`config.mk`:
```
export PLATFORM = sky130hd
export DESIGN_NAME = lpp_div
export DESIGN_NICKNAME = d
export VERILOG_FILES = /design/src/hdl/lpp_pkg.sv /design/src/hdl/lpp_div.sv
export SDC_FILE = /design/constraint.sdc
export NUM_CORES = 1
export LEC_CHECK = 0
export ABC_CLOCK_PERIOD_IN_PS = 3200
export BUFFER_PORTS_ARGS = -buffer_cell sky130_fd_sc_hd__buf_2
export CAP_MARGIN = 20
export CELL_PAD_IN_SITES_DETAIL_PLACEMENT = 1
export CELL_PAD_IN_SITES_GLOBAL_PLACEMENT = 1
export CORE_MARGIN = 2
export CORE_UTILIZATION = 44
export CTS_CLUSTER_SIZE = 20
export DETAILED_ROUTE_END_ITERATION = 8
export MAX_ROUTING_LAYER = met4
export PLACE_DENSITY = 0.89
export SETUP_SLACK_MARGIN = 0.05
export SYNTH_ARGS = -nofsm -noshare
export SYNTH_HDL_FRONTEND = slang
export SYNTH_SLANG_ARGS = --single-unit
```
`constraint.sdc`:
```
create_clock -name i_clk -period 3.2 [get_ports i_clk]
set_input_delay 0.32 -clock i_clk [delete_from_list [all_inputs] [get_ports i_clk]]
set_output_delay 0.32 -clock i_clk [all_outputs]
set_load 0.01 [all_outputs]
```
`src/hdl/lpp_pkg.sv`:
```
package lpp_pkg;

    localparam int RING_DEPTH  = 8192;
    localparam int SLOT_W      = $clog2(RING_DEPTH);
    localparam int MAP_SIDE    = 320;
    localparam int SCREEN_LONG = 480;

    localparam int MAP_LO      = (SCREEN_LONG - MAP_SIDE) / 2;
    localparam int MAP_HI      = MAP_LO + MAP_SIDE;
    localparam int X_CENTER    = SCREEN_LONG / 2;
    localparam int Y_CENTER    = MAP_SIDE / 2;
    localparam int HALF_SIDE   = MAP_SIDE / 2;

    localparam int DIST_W  = 16;
    localparam int ANGLE_W = 15;
    localparam int QUAL_W  = 6;
    localparam int TIME_W  = 32;
    localparam int CMD_W   = 2;
    localparam int PIX_W   = 9;
    localparam int COLOR_W = 16;
    localparam int MS_W    = 16;

    localparam int ANGLE_FULL    = 23040;
    localparam int ANGLE_QUARTER = 5760;
    localparam int REM_W         = 13;

    localparam int CORDIC_STEPS = 16;
    localparam int STEP_W       = $clog2(CORDIC_STEPS);
    localparam int CORDIC_X0    = 19899;
    localparam int XY_W         = 18;
    localparam int Z_W          = 25;
    localparam int ATAN_W       = 22;
    localparam int Q15_MAX      = 32767;
    localparam int CLAMP_W      = 15;
    localparam int SC_W         = 17;
    localparam int FRAC_BITS    = 15;

    localparam int PROD_W   = 34;
    localparam int SCALED_W = 44;
    localparam int NUM_W    = 25;
    localparam int MAG_W    = NUM_W - 1;
    localparam int QUO_W    = NUM_W;
    localparam int POS_W    = QUO_W + 1;

    localparam int PADDR_W    = 4;
    localparam int PDATA_W    = 32;
    localparam int RANGE_INIT = 4000;
    localparam int QMIN_INIT  = 18;
    localparam int ONESHOT_INIT = 2000;

    typedef enum logic [CMD_W-1:0] {
        CMD_DRAW  = 2'd0,
        CMD_ERASE = 2'd1,
        CMD_CLEAR = 2'd2
    } t_cmd;

    typedef enum logic [1:0] {
        REG_QUALITY_MIN  = 2'd0,
        REG_SCALE_MODE   = 2'd1,
        REG_PERSIST_MODE = 2'd2,
        REG_ONESHOT_MS   = 2'd3
    } t_reg_idx;

    localparam logic [2:0] SCALE_AUTO = 3'd0;
    localparam logic [2:0] SCALE_1M   = 3'd1;
    localparam logic [2:0] SCALE_2M5  = 3'd2;
    localparam logic [2:0] SCALE_5M   = 3'd3;
    localparam logic [2:0] SCALE_10M  = 3'd4;

    localparam logic [1:0] PERSIST_ERASE   = 2'd0;
    localparam logic [1:0] PERSIST_ACCUM   = 2'd1;
    localparam logic [1:0] PERSIST_ONESHOT = 2'd2;

    typedef enum logic [3:0] {
        ST_IDLE,
        ST_CHECK,
        ST_CORDIC,
        ST_MUL_X,
        ST_MUL_Y,
        ST_DIV_GO,
        ST_DIV,
        ST_READ,
        ST_DECIDE,
        ST_EMIT
    } t_state;

    typedef struct packed {
        logic             valid;
        logic [PIX_W-1:0] y;
        logic [PIX_W-1:0] x;
    } t_ring_entry;

    typedef struct packed {
        logic              rd_en;
        logic              wr_en;
        logic [SLOT_W-1:0] addr;
        t_ring_entry       wdata;
    } t_ring_req;

    // atan(2^-i) in degrees scaled by 65536.
    function automatic logic [ATAN_W-1:0] atan_entry(input logic [STEP_W-1:0] i);
        logic [ATAN_W-1:0] v;
        case (i)
            4'd0:    v = 22'd2949120;
            4'd1:    v = 22'd1740967;
            4'd2:    v = 22'd919879;
            4'd3:    v = 22'd466945;
            4'd4:    v = 22'd234379;
            4'd5:    v = 22'd117304;
            4'd6:    v = 22'd58666;
            4'd7:    v = 22'd29335;
            4'd8:    v = 22'd14668;
            4'd9:    v = 22'd7334;
            4'd10:   v = 22'd3667;
            4'd11:   v = 22'd1833;
            4'd12:   v = 22'd917;
            4'd13:   v = 22'd458;
            4'd14:   v = 22'd229;
            default: v = 22'd115;
        endcase
        return v;
    endfunction

    function automatic logic [DIST_W-1:0] mode_range(input logic [2:0] m);
        logic [DIST_W-1:0] v;
        case (m)
            SCALE_2M5: v = 16'd10000;
            SCALE_5M:  v = 16'd20000;
            SCALE_10M: v = 16'd40000;
            default:   v = DIST_W'(RANGE_INIT);
        endcase
        return v;
    endfunction

    // RGB565 of red 255-4q, green 4q, blue 0.
    function automatic logic [COLOR_W-1:0] pixel_color(input logic [QUAL_W-1:0] q);
        logic [7:0] r;
        logic [7:0] g;
        g = {q, 2'b00};
        r = 8'd255 - g;
        return {r[7:3], g[7:2], 5'b00000};
    endfunction

endpackage

```
`src/hdl/lpp_div.sv`:
```
module lpp_div (
    input  logic                              i_clk,
    input  logic                              i_rst_n,
    input  logic                              i_start,
    input  logic signed [lpp_pkg::NUM_W-1:0]  i_num,
    input  logic [lpp_pkg::DIST_W-1:0]        i_den,
    output logic                              o_done,
    output logic signed [lpp_pkg::QUO_W-1:0]  o_quo
);
    import lpp_pkg::*;

    localparam int CNT_W = $clog2(MAG_W);

    logic                 r_busy;
    logic                 r_done;
    logic [CNT_W-1:0]     r_cnt;
    logic                 r_neg;
    logic [MAG_W-1:0]     r_mag;
    logic [DIST_W-1:0]    r_rem;
    logic [DIST_W-1:0]    r_den;
    logic [DIST_W:0]      trial;
    logic                 fits;
    logic [NUM_W-1:0]     neg_num;
    logic signed [QUO_W-1:0] quo_pos;

    assign trial   = {r_rem, r_mag[MAG_W-1]};
    assign fits    = trial >= {1'b0, r_den};
    assign neg_num = -i_num;

    always_ff @(posedge i_clk) begin
        if (!i_rst_n) begin
            r_busy <= 1'b0;
            r_done <= 1'b0;
            r_cnt  <= '0;
        end else begin
            r_done <= 1'b0;
            if (i_start) begin
                r_busy <= 1'b1;
                r_cnt  <= '0;
            end else if (r_busy) begin
                r_cnt <= r_cnt + 1'b1;
                if (r_cnt == CNT_W'(MAG_W - 1)) begin
                    r_busy <= 1'b0;
                    r_done <= 1'b1;
                end
            end
        end
    end

    // Restoring division, one quotient bit per cycle, on the magnitude.
    always_ff @(posedge i_clk) begin
        if (i_start) begin
            r_neg <= i_num[NUM_W-1];
            r_mag <= i_num[NUM_W-1] ? neg_num[MAG_W-1:0] : i_num[MAG_W-1:0];
            r_rem <= '0;
            r_den <= i_den;
        end else if (r_busy) begin
            r_mag <= {r_mag[MAG_W-2:0], fits};
            r_rem <= fits ? DIST_W'(trial - {1'b0, r_den}) : trial[DIST_W-1:0];
        end
    end

    // Floor semantics: a negative quotient with a remainder rounds down.
    assign quo_pos = $signed({1'b0, r_mag});
    assign o_quo   = r_neg ? -(quo_pos + QUO_W'(r_rem != '0)) : quo_pos;
    assign o_done  = r_done;
endmodule

```
* Word-level counts from Yosys, hierarchy flattened
Index checks and enable logic that the tools add are counted.
Word-level totals: bits in registers 64, output and inout bits 26, logic and storage cells 29
Cells by class: add/sub/neg operators 5, $lt $le $gt $ge 1, eq/ne operators 1, mux-type cells 9, bitwise gates (word level) 2, reduce and logical (&&, ||, !) cells 4
Operators by type and width (number):
- 2-to-1 mux 24 bit | 3
- adder 24 x 1 -> 25 bit | 1
- 2-to-1 mux 25 bit | 1
- negator 25 bit | 1
- negator 24 bit | 1
- greater-or-equal comparator 17 x 16 -> 1 bit | 1
- 2-to-1 mux 16 bit | 1
- nonzero test 16 bit | 1
- subtractor 16 bit | 1
- adder 5 x 1 -> 5 bit, second input constant | 1
- == test 5 bit, second input constant | 1
- 2-to-1 mux 1 bit | 4
- OR reduction 3 bit | 1
- NOT 1 bit | 2
- nonzero test 2 bit | 1
- OR reduction 2 bit | 1

* Depth between registers and ports, before layout
depth in word-level cells 4, gate-level depth with buffers 13, depth with buffers taken out 13

* Worst setup path after synthesis
No wires, ideal clock.
path type flip-flop to output port, start point register r_rem[2], end point output port o_quo[21] in the netlist's numbering, data arrival time 2677 ps, required time 2880 ps, slack 203 ps, cell stages (with the launch flop) 14, buffers on the path 0, cells stage by stage dfxtp_1 > nor4_1 > and4_1 > ha_1 > ha_1 > inv_1 > ha_1 > o21bai_1 > a21boi_0 > o31a_1 > a21oi_1 > a31oi_1 > xor2_1 > mux2i_1
On the way: word-level cells in the longest chain between the ends 4
Ends and longest elaborated chain:
- start: declaration | RTL line lpp_div.sv:19 | logic [DIST_W-1:0] r_rem;
- start signal: assignment | RTL line lpp_div.sv:59 | r_rem <= fits ? DIST_W'(trial - {1'b0, r_den}) : trial[DIST_W-1:0];
- nonzero test 16 bit | RTL line lpp_div.sv:65 | assign o_quo = r_neg ? -(quo_pos + QUO_W'(r_rem != '0)) : quo_pos;
- adder 24 x 1 -> 25 bit | RTL line lpp_div.sv:65
- negator 25 bit | RTL line lpp_div.sv:65
- 2-to-1 mux 25 bit | RTL line lpp_div.sv:65
- end: declaration | RTL line lpp_div.sv:8 | output logic signed [lpp_pkg::QUO_W-1:0] o_quo
No other way between the ends.

* Final worst setup path
start point register r_rem[7], end point output port o_quo[21] in the netlist's numbering
The elaborated chain is that of the path after synthesis.

==> key figures <==
Clocking
  – Num Clock Sinks: 64
  – Worst skew pair latency: 350 ps
  – H-Tree Depth: 3
  – TritonCTS clock tree: built
  – Root Buffer: clkbuf_16
  – Hold-fix buffers, CTS: 0
  – CTS buffer count: 9
  – Max Root-Sink Buffers: 2
  – CTS clock-pin slew for the worst setup and hold paths: 60 ps

STA
  – Fin Hold WS: 142 ps
  – Period minus WS final: 3470 ps
  – Setup violators final: 15
  – Relative slew slack: 0.261
  – Clk_skew: 10.3 ps
  – Least-Margin Pin Slew: 1110 ps
  – Post-route setup slack: -268 ps
  – Fin. max-slew vios: 0
  – Final hold violation count: 0
  – Peak Freq: 288 MHz
  – Final Cycle Share: 1.08
  – RSZ-0062 raised after global routing: true

Status
  – Failing checks: setup timing
  – Status: finished, violations left

Route
  – Wire per inst: 23.0 µm
  – Initial DRC count: 396
  – Drt drc: 0
  – Final ANT Viol Nets: 0
  – First-pass iteration count of the detailed router: 5
  – Drt total wl: 20000 µm
  – Via Count: 5437
  – Vias per cell: 6.26

Yosys
  – Sequential share of the synthesized area: 0.321
  – Post-synthesis compound-gate area fraction: 0.208
  – Syn_nets: 709
  – Synth unique cells: 57
  – Synth async-reset ratio: 0
  – Synthesized area: 5260 µm²
  – Largest family of logic cells by synthesized area: compound AO/OA/AOI/OAI gates
  – Avg Synthesized Cell Area: 8.49 µm²
  – Post-synthesis mux area share: 0.0518
  – Commonest register cell after synthesis: edfxtp_1
  – Ys Warns: 0
  – Synth Area in Simple Gates: 0.168
  – Post-synthesis register bit count: 64
  – Syn Inst Count: 620
  – Post-synth EDFFs: 41
  – XOR/XNOR Fraction of Synth Area: 0.0899
  – Synthesized-area fraction occupied by adder cells: 0.108

Finish
  – Nets: 810
  – Final cell count without fillers: 869
  – Finished Cell Area: 6640 µm²
  – Fillers: 1358
  – # diodes: 0
  – Reg area: 1710 µm²
  – Area grow syn2layout: 26.2%
  – Layout cell share with drive strength beyond 1: 0.264
  – Multi-input gate area: 3590 µm²

Pwr
  – PwrDens: 531 nW/µm²
  – P_sw: 1370 µW
  – Clk pwr share: 0.280
  – Worst VDD drop: 0.000253 V
  – Tot Pwr: 3520 µW
  – Combinational power share: 0.432
  – LEAKAGE: 0.00295 µW
  – Flop pwr share: 0.288
  – Net switching share of the total power: 0.389
  – Internal: 2150 µW

Global route
  – Total grt overflow: 0
  – First-pass GRT wire length: 30600 µm
  – Number of global-route vias before repair: 5863
  – Largest net degree at the start of global routing: 50
  – Initial antenna violation count: 0
  – Overall routing resource usage: 0.312

Placed design
  – Input/output buffers: 69
  – Post-place instance area: 5920 µm²
  – Final HPWL DP: 11900 µm
  – Post-Place Cells: 839
  – Gp weighted congestion: 0.863

Worst setup path
  – Crit path kind: reg -> out
  – Worst path arrival time: 3150 ps
  – Req. time, crit path: 2880 ps
  – Worst-path maximum fanout: 4
  – Critical Path Source Type: register
  – CP endpoint kind: primary output

Die
  – Core ar.: 11600 µm²
  – Top Ports: 70
  – Die width: 113 µm
  – Die Height: 113 µm
  – Die Footprint: 12900 µm²
  – Initial core utilization: 0.455
  – # rows: 39

Hold path
  – Hold Path Class: in -> reg

Run
  – Max Cap Violations: 0
==> placed cells by master, fill, tap and decap left out, types with 6 or more instances in the layout <==
cell type and count:
inv_1 48, o21bai_1 7, or3_1 7, clkbuf_16 9, o21ai_1 7, edfxtp_1 41, nor2_1 56, nand4_1 9
buf_4 39, dfxtp_1 13, nor3_1 7, dfxtp_2 8, and3_1 8, a211oi_1 8, xor2_1 29, a21o_1 9
nand3_1 9, mux2i_1 25, nand2b_1 7, o41ai_1 6, o21ai_0 33, ha_1 39, buf_2 69, a21oi_1 44
xnor2_1 24, nand2_1 51, a21oi_2 6
==> path summary, 6_finish.rpt <==
path / from / end / slack [ps] / cells past startpoint
worst min register to register: r_cnt[4] / o_done / 540 / 2
worst min-delay path: i_den[13] / r_den[13] / 140 / 1
worst max-delay path: r_rem[7] / o_quo[21] / -270 / 15
worst max register to register: r_rem[2] / r_rem[3] / 190 / 11
==> area by class of cell <==
class                           count  area share
Clock buffer                       11      0.0381
Clock inverter                      5     0.00565
Inverter                           51      0.0288
Multi-Input combinational cell    483       0.540
Sequential cell                    64       0.257
Tap cell                          143      0.0269
Timing Repair Buffer              112       0.103
==> registers in the layout (all words and copies together), names as in the netlist <==
name and cells:
r_neg 1, r_cnt 5, o_done 1, r_den 16, r_mag 24, r_rem 16, r_busy 1
==> critical path: stages, from the launching register on <==
cell and delay [ps]:
dfxtp_1 310, nor4_1 290, and4_1 230, ha_2 190, ha_4 140, inv_2 50
ha_4 160, o21bai_4 120, a21boi_2 80, o31a_1 320, a21oi_2 170, buf_6 150
a31oi_4 90, xor2_1 170, mux2i_1 160, buf_2 160
==> metrics by stage <==
stage,utilization,worst slack (ps),setup TNS [ps]
finish,0.574,-268,-2800
global route,0.574,-436,-5290
CTS,0.561,-263,-2000
detailed placement,0.512,-108,-374
global placement,0.512,88.9,0
floorplan,-,203,0
==> power by group through the flow <==
stage	Combinational [µW]	Clock (µW)	Sequential [µW]
2_1_floorplan	809	0	1000
3_3_place_gp	1120	0	1020
3_5_place_dp	1190	0	1020
4_1_cts	1330	981	1010
5_1_grt	1630	1020	1020
6_report	1520	985	1010
==> cell usage after synthesis (all sizes together) (2+ instances only) <==
master / n / area, µm²
a2111oi: 2 / 17.5
a211o: 2 / 17.5
a211oi: 10 / 75.1
a21boi: 3 / 22.5
a21o: 9 / 67.6
a21oi: 51 / 255
a311oi: 2 / 17.5
a31oi: 8 / 50.1
and2: 2 / 12.5
and3: 8 / 50.1
and4: 2 / 17.5
buf: 4 / 17.5
clkbuf: 18 / 67.6
dfxtp: 23 / 460
edfxtp: 41 / 1230
ha: 44 / 551
inv: 51 / 191
mux2: 2 / 22.5
mux2i: 25 / 250
nand2: 55 / 206
nand2b: 7 / 43.8
nand3: 9 / 45.0
nand4: 9 / 56.3
nor2: 56 / 210
nor2b: 5 / 31.3
nor3: 7 / 35.0
nor4: 7 / 43.8
o211ai: 3 / 22.5
o21a: 5 / 37.5
o21ai: 47 / 235
o21bai: 8 / 60.1
o31a: 2 / 17.5
o31ai: 5 / 37.5
o41ai: 9 / 93.8
or2: 2 / 15.0
or3: 9 / 66.3
or4: 2 / 18.8
xnor2: 25 / 219
xor2: 29 / 254
==> layer usage <==
layer / GRT usage / share of wire / vias up
met3: 0.0739 / 0.052 / 95
met2: 0.539 / 0.51 / 262
li1: - / - / 2439
met1: 0.328 / 0.38 / 2641
met5: - / 0 / -
met4: 0.174 / 0.059 / 0
==> kinds of logic (layout without fill, tap and decap cells) <==
family,count (synthesis),count (layout)
AO/OA/AOI/OAI,173,173
XOR/XNOR,54,54
adder cells (fa/ha/maj),45,45
buffers and inverters,73,179
flip-flops,64,64
multiplexers,27,27
AND/OR/NAND/NOR,184,184
==> repair_timing <==
item,CTS,global route
buffers inserted,13,4
pin swaps,21,24
resized for setup,51,34
cloned,0,0
endpoints found under the setup margin,15,27
Note: power is estimated with default switching activity, not from simulation.
