File: config.mk
export PLATFORM = sky130hd
export DESIGN_NAME = lpp_cordic
export DESIGN_NICKNAME = d
export VERILOG_FILES = /design/src/hdl/lpp_pkg.sv /design/src/hdl/lpp_cordic.sv
export SDC_FILE = /design/constraint.sdc
export NUM_CORES = 1
export LEC_CHECK = 0
export BUFFER_PORTS_ARGS = -buffer_cell sky130_fd_sc_hd__buf_2
export CAP_MARGIN = 20
export CORE_ASPECT_RATIO = 2
export CORE_MARGIN = 2
export CORE_UTILIZATION = 55
export DETAILED_ROUTE_END_ITERATION = 12
export GPL_TIMING_DRIVEN = 0
export PLACE_DENSITY = 0.74
export SKIP_LAST_GASP = 1
export SLEW_MARGIN = 40
export SYNTH_ARGS = -nofsm -noshare
export SYNTH_HDL_FRONTEND = slang
export SYNTH_SLANG_ARGS = --single-unit
File: constraint.sdc
create_clock -name i_clk -period 6.4 [get_ports i_clk]
set_input_delay 0.32 -clock i_clk [delete_from_list [all_inputs] [get_ports i_clk]]
set_output_delay 0.32 -clock i_clk [all_outputs]
set_load 0.05 [all_outputs]
File: src/hdl/lpp_pkg.sv
package lpp_pkg;

    localparam int RING_DEPTH  = 8192;
    localparam int SLOT_W      = $clog2(RING_DEPTH);
    localparam int MAP_SIDE    = 320;
    localparam int SCREEN_LONG = 480;

    localparam int MAP_LO      = (SCREEN_LONG - MAP_SIDE) / 2;
    localparam int MAP_HI      = MAP_LO + MAP_SIDE;
    localparam int X_CENTER    = SCREEN_LONG / 2;
    localparam int Y_CENTER    = MAP_SIDE / 2;
    localparam int HALF_SIDE   = MAP_SIDE / 2;

    localparam int DIST_W  = 16;
    localparam int ANGLE_W = 15;
    localparam int QUAL_W  = 6;
    localparam int TIME_W  = 32;
    localparam int CMD_W   = 2;
    localparam int PIX_W   = 9;
    localparam int COLOR_W = 16;
    localparam int MS_W    = 16;

    localparam int ANGLE_FULL    = 23040;
    localparam int ANGLE_QUARTER = 5760;
    localparam int REM_W         = 13;

    localparam int CORDIC_STEPS = 16;
    localparam int STEP_W       = $clog2(CORDIC_STEPS);
    localparam int CORDIC_X0    = 19899;
    localparam int XY_W         = 18;
    localparam int Z_W          = 25;
    localparam int ATAN_W       = 22;
    localparam int Q15_MAX      = 32767;
    localparam int CLAMP_W      = 15;
    localparam int SC_W         = 17;
    localparam int FRAC_BITS    = 15;

    localparam int PROD_W   = 34;
    localparam int SCALED_W = 44;
    localparam int NUM_W    = 25;
    localparam int MAG_W    = NUM_W - 1;
    localparam int QUO_W    = NUM_W;
    localparam int POS_W    = QUO_W + 1;

    localparam int PADDR_W    = 4;
    localparam int PDATA_W    = 32;
    localparam int RANGE_INIT = 4000;
    localparam int QMIN_INIT  = 18;
    localparam int ONESHOT_INIT = 2000;

    typedef enum logic [CMD_W-1:0] {
        CMD_DRAW  = 2'd0,
        CMD_ERASE = 2'd1,
        CMD_CLEAR = 2'd2
    } t_cmd;

    typedef enum logic [1:0] {
        REG_QUALITY_MIN  = 2'd0,
        REG_SCALE_MODE   = 2'd1,
        REG_PERSIST_MODE = 2'd2,
        REG_ONESHOT_MS   = 2'd3
    } t_reg_idx;

    localparam logic [2:0] SCALE_AUTO = 3'd0;
    localparam logic [2:0] SCALE_1M   = 3'd1;
    localparam logic [2:0] SCALE_2M5  = 3'd2;
    localparam logic [2:0] SCALE_5M   = 3'd3;
    localparam logic [2:0] SCALE_10M  = 3'd4;

    localparam logic [1:0] PERSIST_ERASE   = 2'd0;
    localparam logic [1:0] PERSIST_ACCUM   = 2'd1;
    localparam logic [1:0] PERSIST_ONESHOT = 2'd2;

    typedef enum logic [3:0] {
        ST_IDLE,
        ST_CHECK,
        ST_CORDIC,
        ST_MUL_X,
        ST_MUL_Y,
        ST_DIV_GO,
        ST_DIV,
        ST_READ,
        ST_DECIDE,
        ST_EMIT
    } t_state;

    typedef struct packed {
        logic             valid;
        logic [PIX_W-1:0] y;
        logic [PIX_W-1:0] x;
    } t_ring_entry;

    typedef struct packed {
        logic              rd_en;
        logic              wr_en;
        logic [SLOT_W-1:0] addr;
        t_ring_entry       wdata;
    } t_ring_req;

    // atan(2^-i) in degrees scaled by 65536.
    function automatic logic [ATAN_W-1:0] atan_entry(input logic [STEP_W-1:0] i);
        logic [ATAN_W-1:0] v;
        case (i)
            4'd0:    v = 22'd2949120;
            4'd1:    v = 22'd1740967;
            4'd2:    v = 22'd919879;
            4'd3:    v = 22'd466945;
            4'd4:    v = 22'd234379;
            4'd5:    v = 22'd117304;
            4'd6:    v = 22'd58666;
            4'd7:    v = 22'd29335;
            4'd8:    v = 22'd14668;
            4'd9:    v = 22'd7334;
            4'd10:   v = 22'd3667;
            4'd11:   v = 22'd1833;
            4'd12:   v = 22'd917;
            4'd13:   v = 22'd458;
            4'd14:   v = 22'd229;
            default: v = 22'd115;
        endcase
        return v;
    endfunction

    function automatic logic [DIST_W-1:0] mode_range(input logic [2:0] m);
        logic [DIST_W-1:0] v;
        case (m)
            SCALE_2M5: v = 16'd10000;
            SCALE_5M:  v = 16'd20000;
            SCALE_10M: v = 16'd40000;
            default:   v = DIST_W'(RANGE_INIT);
        endcase
        return v;
    endfunction

    // RGB565 of red 255-4q, green 4q, blue 0.
    function automatic logic [COLOR_W-1:0] pixel_color(input logic [QUAL_W-1:0] q);
        logic [7:0] r;
        logic [7:0] g;
        g = {q, 2'b00};
        r = 8'd255 - g;
        return {r[7:3], g[7:2], 5'b00000};
    endfunction

endpackage

File: src/hdl/lpp_cordic.sv
module lpp_cordic (
    input  logic                           i_clk,
    input  logic                           i_rst_n,
    input  logic                           i_start,
    input  logic signed [lpp_pkg::Z_W-1:0] i_z,
    output logic                           o_done,
    output logic signed [lpp_pkg::XY_W-1:0] o_x,
    output logic signed [lpp_pkg::XY_W-1:0] o_y
);
    import lpp_pkg::*;

    logic                     r_busy;
    logic                     r_done;
    logic [STEP_W-1:0]        r_step;
    logic signed [XY_W-1:0]   r_x;
    logic signed [XY_W-1:0]   r_y;
    logic signed [Z_W-1:0]    r_z;
    logic signed [XY_W-1:0]   n_x;
    logic signed [XY_W-1:0]   n_y;
    logic signed [Z_W-1:0]    n_z;
    logic signed [XY_W-1:0]   sx;
    logic signed [XY_W-1:0]   sy;
    logic signed [Z_W-1:0]    ang;

    always_comb begin
        sx  = r_x >>> r_step;
        sy  = r_y >>> r_step;
        ang = $signed({{(Z_W-ATAN_W){1'b0}}, atan_entry(r_step)});
        if (!r_z[Z_W-1]) begin
            n_x = r_x - sy;
            n_y = r_y + sx;
            n_z = r_z - ang;
        end else begin
            n_x = r_x + sy;
            n_y = r_y - sx;
            n_z = r_z + ang;
        end
    end

    always_ff @(posedge i_clk) begin
        if (!i_rst_n) begin
            r_busy <= 1'b0;
            r_done <= 1'b0;
            r_step <= '0;
        end else begin
            r_done <= 1'b0;
            if (i_start) begin
                r_busy <= 1'b1;
                r_step <= '0;
            end else if (r_busy) begin
                r_step <= r_step + 1'b1;
                if (r_step == STEP_W'(CORDIC_STEPS - 1)) begin
                    r_busy <= 1'b0;
                    r_done <= 1'b1;
                end
            end
        end
    end

    always_ff @(posedge i_clk) begin
        if (i_start) begin
            r_x <= XY_W'(CORDIC_X0);
            r_y <= '0;
            r_z <= i_z;
        end else if (r_busy) begin
            r_x <= n_x;
            r_y <= n_y;
            r_z <= n_z;
        end
    end

    assign o_done = r_done;
    assign o_x    = r_x;
    assign o_y    = r_y;
endmodule

Yosys cells after proc, flatten, opt, wreduce, memory -nomap -nowiden --
Memory sizes are Yosys's and may differ from the RTL's. A register that Yosys moved wholly into a read port is not among the register bits. Index checks and enable logic that the tools add are counted.
Operators by class: add/subtract/negate cells 7, $mul 0, div/mod/pow operators 0, magnitude comparators 0, eq/ne operators 1, shift operators 2, multiplexer cells 11, bitwise logic cells 2, reductions and logical operators 3
Operators by type and width (count):
- two-way mux 25 bit | 3
- adder 18 bit | 2
- two-way mux 18 bit | 2
- >>> shifter 18 x 4 -> 18 bit | 2
- subtractor 18 bit | 2
- adder 25 x 23 -> 25 bit | 1
- subtractor 25 x 23 -> 25 bit | 1
- two-way mux 4 bit | 2
- adder 4 x 1 -> 4 bit (second input constant) | 1
- == test 4 bit (second input constant) | 1
- two-way mux 1 bit | 4
- OR reduction 3 bit | 1
- NOT 1 bit | 2
- nonzero test 2 bit | 1
- OR reduction 2 bit | 1
Storage, ports and cells: register bits after elaboration 67, latch bits 0, memory bits (writable) 0, ROM bits 352, input port bits 28, output and inout bits 37, logic and storage cells 33, memories kept 1
Memory list:
- (no name shown) | depth 16, bits a word 22, rd ports 1, clocked after Yosys merged registers in 1, wr ports 0, RTL line lpp_pkg.sv:103 | case (i)

Logic depth before layout (Yosys ltp) --
depth after elaboration 4, gate-level depth with buffers 23, gate-level depth less buffers 20

Least setup slack after synthesis --
Ideal clock, no wire load.
path type register to register, from register r_y[16], in the netlist o_y[16], to register r_x[17], in the netlist o_x[17], library setup time 123 ps, arrival time 4796 ps, required time 6277 ps, setup slack 1480 ps, stages on the path, launching flop included 20, path buffers 1, period minus slack after synthesis 4920 ps, cell sequence dfxtp_1 > clkbuf_1 > mux4_2 > mux2_2 > a222oi_1 > ha_1 > nand2_1 > nor4b_1 > nor2_1 > xnor2_1 > ha_1 > and3_1 > a221oi_1 > nor2b_1 > nor2_1 > o21ai_0 > a211oi_1 > o21ai_0 > mux2i_1 > mux2_1
On the way: longest elaborated chain between the ends 3, elaborated cells on any way between the ends 4, classes of those cells add/sub (2); shift (1); mux (1)
RTL lines:
- start, declared | RTL line lpp_cordic.sv:16 | logic signed [XY_W-1:0] r_y;
- start signal, assigned | RTL line lpp_cordic.sv:67 | r_y <= n_y;
- >>> shifter 18 x 4 -> 18 bit * | RTL line lpp_cordic.sv:27 | sy = r_y >>> r_step;
- subtractor 18 bit / adder 18 bit (equally long branches) | RTL line lpp_cordic.sv:30, lpp_cordic.sv:34
- two-way mux 18 bit * | RTL line lpp_cordic.sv:29 | if (!r_z[Z_W-1]) begin
- end signal, assigned | RTL line lpp_cordic.sv:62 | r_x <= XY_W'(CORDIC_X0);
- end signal, assigned | RTL line lpp_cordic.sv:66 | r_x <= n_x;
- end, declared | RTL line lpp_cordic.sv:15 | logic signed [XY_W-1:0] r_x;
Every way passes the cells marked *; elsewhere a longest branch is shown, timed or not. A chain may end at the register's enable or synchronous reset.

Worst setup path after layout --
from register r_step[2], to register r_y[17], in the netlist o_y[17]
On the way: longest elaborated chain between the ends 3, elaborated cells on any way between the ends 4, classes of those cells add/sub (2); shift (1); mux (1)
RTL lines:
- start, declared | RTL line lpp_cordic.sv:14 | logic [STEP_W-1:0] r_step;
- start signal, assigned | RTL line lpp_cordic.sv:51 | r_step <= r_step + 1'b1;
- >>> shifter 18 x 4 -> 18 bit * | RTL line lpp_cordic.sv:26 | sx = r_x >>> r_step;
- adder 18 bit / subtractor 18 bit (equally long branches) | RTL line lpp_cordic.sv:31, lpp_cordic.sv:35
- two-way mux 18 bit * | RTL line lpp_cordic.sv:29
Marked as above.

==> metrics <==
Flop pwr share=18.4%; CP Capture Type=register; switching share of power=slightly above 50%; Synth Cell Area=between 8000 and 9000 um^2; GRT Total Usage=38.61%; DR pass1 iterations=9; DIE AREA=about 17,000 um^2; Clock power frac=11.3%; sequential share of the synthesized area=a little under a quarter; largest net degree at the start of global routing=26; final hold vios=0; fillers=~1,500; max-slew violation count=0; proportion of layout cells with a drive suffix above 1=~13%; period utilisation layout=about 100%; Syn Nets=1,189; CP Class=register to register; final setup fails=0; initial antenna violation count=0; Post-synth ARST share=0%; Synth Register Bits=89; port bufs=between 60 and 70; Post CTS Setup Buffer Count=0; GP Congestion=about 1.1; cell taking the most area after synthesis=dfxtp_1; io pins=65; worst hold path type=primary input to register; Synth cell types=70; leakage=about 0.0043 uW; CP Max Fanout=10; routed len/inst=~24 um; outcome=finished, final reports clean; Area contributors post-synth=dfxtp_1 14%, ha_1 9.7%, edfxtp_1 8.4%; PwrDens=545.3 nW/um^2; Worst slew margin=around two fifths; hpwl dp=25.45 mm; Post-CTS Hold Fix Bufs=0; EDFF count, synth=25; Fin Clk Skew=~0.0085 ns; core area=around 16,000 um^2; Required @ worst endpoint=~6.7 ns; measured slew at the worst slew-check pin=between 0.8 and 0.9 ns; switching power=between 2000 and 3000 uW; max-cap violation count=0; YS warnings=0; crit path time final=around 6.2 ns; Horiz. Die Dim=roughly 94 um; RSZ-0062 raised after global routing=no; Vias/cell=6.654; Post-Syn Instances=1,089; clock-pin slew on the worst setup and hold paths=around 0.070 ns; vias in the first global route=around 9,500; critical path startpoint category=register; die height=around 180 um; Layout area overhead=10.35%; initial drt markers=about 520; Logic pwr share=70.3%; CTS tree=done; first-pass GRT wire length=49.87 mm; Clock Root Buffer=clkbuf_16; fmax=160.6 MHz; CP Data Arrival Time=around 6.5 ns; worst-skew pair later-pin latency=approximately 0.36 ns; worst vdd ir=about 470 uV; number of remaining DRC errors=0; H-tree Lvls=3; Vias=between 9,000 and 10,000; Layout Utilization=between 60 and 70%; ANT nets after route=0; Initial Util=56.39%; Pint=around 2600 uW; TritonCTS Sinks=89; Clock Path Buffers=2; Synth top area share=14.40%; n_diodes=0; cell with the most instances after synthesis=nor2_1; nets=~1,300; Synth Area per Inst=~8.2 um^2; Post-Route WL=~33 mm; cts bufs inserted=9; Top FF cell, synth=dfxtp_1; row count=65; total gr overflow=0; Post-synth top cells=131 x nor2_1, 92 x nand2_1, 79 x a21oi_1; Final Power=5354 uW
-- what timing repair did --
item,CTS,global route
gates resized for setup,1,5
setup endpoints to repair,1,2
pin swaps,0,0
-- cells by family (layout without fill, tap and decap cells) --
group / count (synthesis) / in the layout / synth area share [%]
AOI/OAI and AO/OA: 308 / 308 / 22.25
xor gates and xnor gates: 99 / 99 / 9.745
adders and majority gates: 72 / 72 / 10.38
buffers and inverters: 88 / 166 / 3.881
DFF: 89 / 89 / 22.84
muxes: 90 / 90 / 13.29
and+or+nand+nor: 343 / 343 / 17.62
-- area by class of cell --
type / instances / area [um^2] / share of cell area, %
sequential: 89 / 2032 / 20.70
timing repair buffer: 64 / 322.8 / 3.288
clock buffer: 11 / 264.0 / 2.689
clock inverter: 5 / 67.56 / 0.6882
multi-input combinational: 912 / 6531 / 66.52
inverter: 36 / 135.1 / 1.376
tap: 201 / 251.5 / 2.561
buffer: 50 / 214.0 / 2.179
-- worst max-delay path: stages, from the launching register on --
cell and delay (ns):
dfxtp_1 0.33, clkbuf_1 0.35, clkbuf_2 0.37, clkbuf_1 0.44, clkbuf_2 0.37, clkbuf_2 0.34
a21oi_1 0.22, ha_1 0.27, nand3_1 0.18, inv_1 0.08, a21oi_1 0.23, nor2_1 0.12
xnor2_1 0.37, ha_1 0.39, a21o_1 0.23, and2_1 0.15, a31oi_1 0.38, nand2_1 0.24
a311oi_1 0.38, nand2_1 0.11, mux2i_1 0.20, mux2_1 0.33
-- metrics by stage --
| step | hold WS [ns] | instance area [um^2] | setup TNS [ns] | std cells | setup WS, ns |
|---|---|---|---|---|---|
| 6_report | 0.2259 | 9818 | 0 | 1368 | 0.1735 |
| 5_1_grt | 0.2357 | 9818 | 0 | 1368 | 0.04752 |
| 4_1_cts | 0.2165 | 9813 | 0 | 1370 | 0.06809 |
| 3_5_place_dp | 0.5207 | 9480 | -0.07984 | 1354 | -0.07984 |
| 3_3_place_gp | 0.4987 | 9464 | -0.07621 | 1353 | -0.07621 |
| 2_1_floorplan | 0.4375 | 8897 | 0 | 1089 | 1.480 |
-- path summary, 6_finish.rpt --
kind	start	end	slack, ns	cells past startpoint
setup / recovery	r_step[2]$_SDFFE_PP0P_	o_y[17]$_SDFFE_PP0P_	0.17	21
hold / removal	i_rst_n	r_busy$_SDFF_PN0_	0.23	2
setup reg to reg	r_step[2]$_SDFFE_PP0P_	o_y[17]$_SDFFE_PP0P_	0.17	21
hold reg to reg	o_y[0]$_SDFFE_PP0P_	o_y[0]$_SDFFE_PP0P_	0.52	2
-- flip-flops by register name (all words and copies together) (netlist names) --
name and count:
ang 22, o_x 18, r_z 25, o_done 1, o_y 18, r_busy 1
r_step 4
-- cells in the final DEF (no fill, tap or decap), types with 11 or more instances in the layout --
| cell | n |
|---|---|
| nor2_1 | 130 |
| nand2_1 | 91 |
| a21oi_1 | 79 |
| buf_2 | 72 |
| ha_1 | 69 |
| dfxtp_1 | 64 |
| o21ai_0 | 59 |
| xnor2_1 | 54 |
| mux2i_1 | 45 |
| xor2_1 | 45 |
| inv_1 | 31 |
| nor3_1 | 28 |
| a31oi_1 | 27 |
| a21o_1 | 25 |
| edfxtp_1 | 25 |
| clkbuf_1 | 24 |
| mux4_2 | 20 |
| nand3_1 | 18 |
| mux2_2 | 17 |
| a211oi_1 | 17 |
| and3_1 | 16 |
| nor2b_1 | 11 |
| and2_1 | 11 |
| o21bai_1 | 11 |
-- routing by layer --
layer | wire [um] | global-route usage [%] | vias to the layer above
met5 | 0 | 0 | -
met4 | 4032 | 39.36 | 0
met3 | 1943 | 6.191 | 214
met2 | 16770 | 69.46 | 468
met1 | 10200 | 34.05 | 4262
li1 | - | - | 4158
-- power groups by stage --
stage / combinational [uW] / clock (uW) / sequential (uW)
4_1_cts: 3690 / 606 / 968
6_report: 3760 / 606 / 986
5_1_grt: 4090 / 629 / 988
3_3_place_gp: 3600 / 0 / 978
3_5_place_dp: 3670 / 0 / 979
2_1_floorplan: 2630 / 0 / 1140
(Power assumes the default switching activity.)
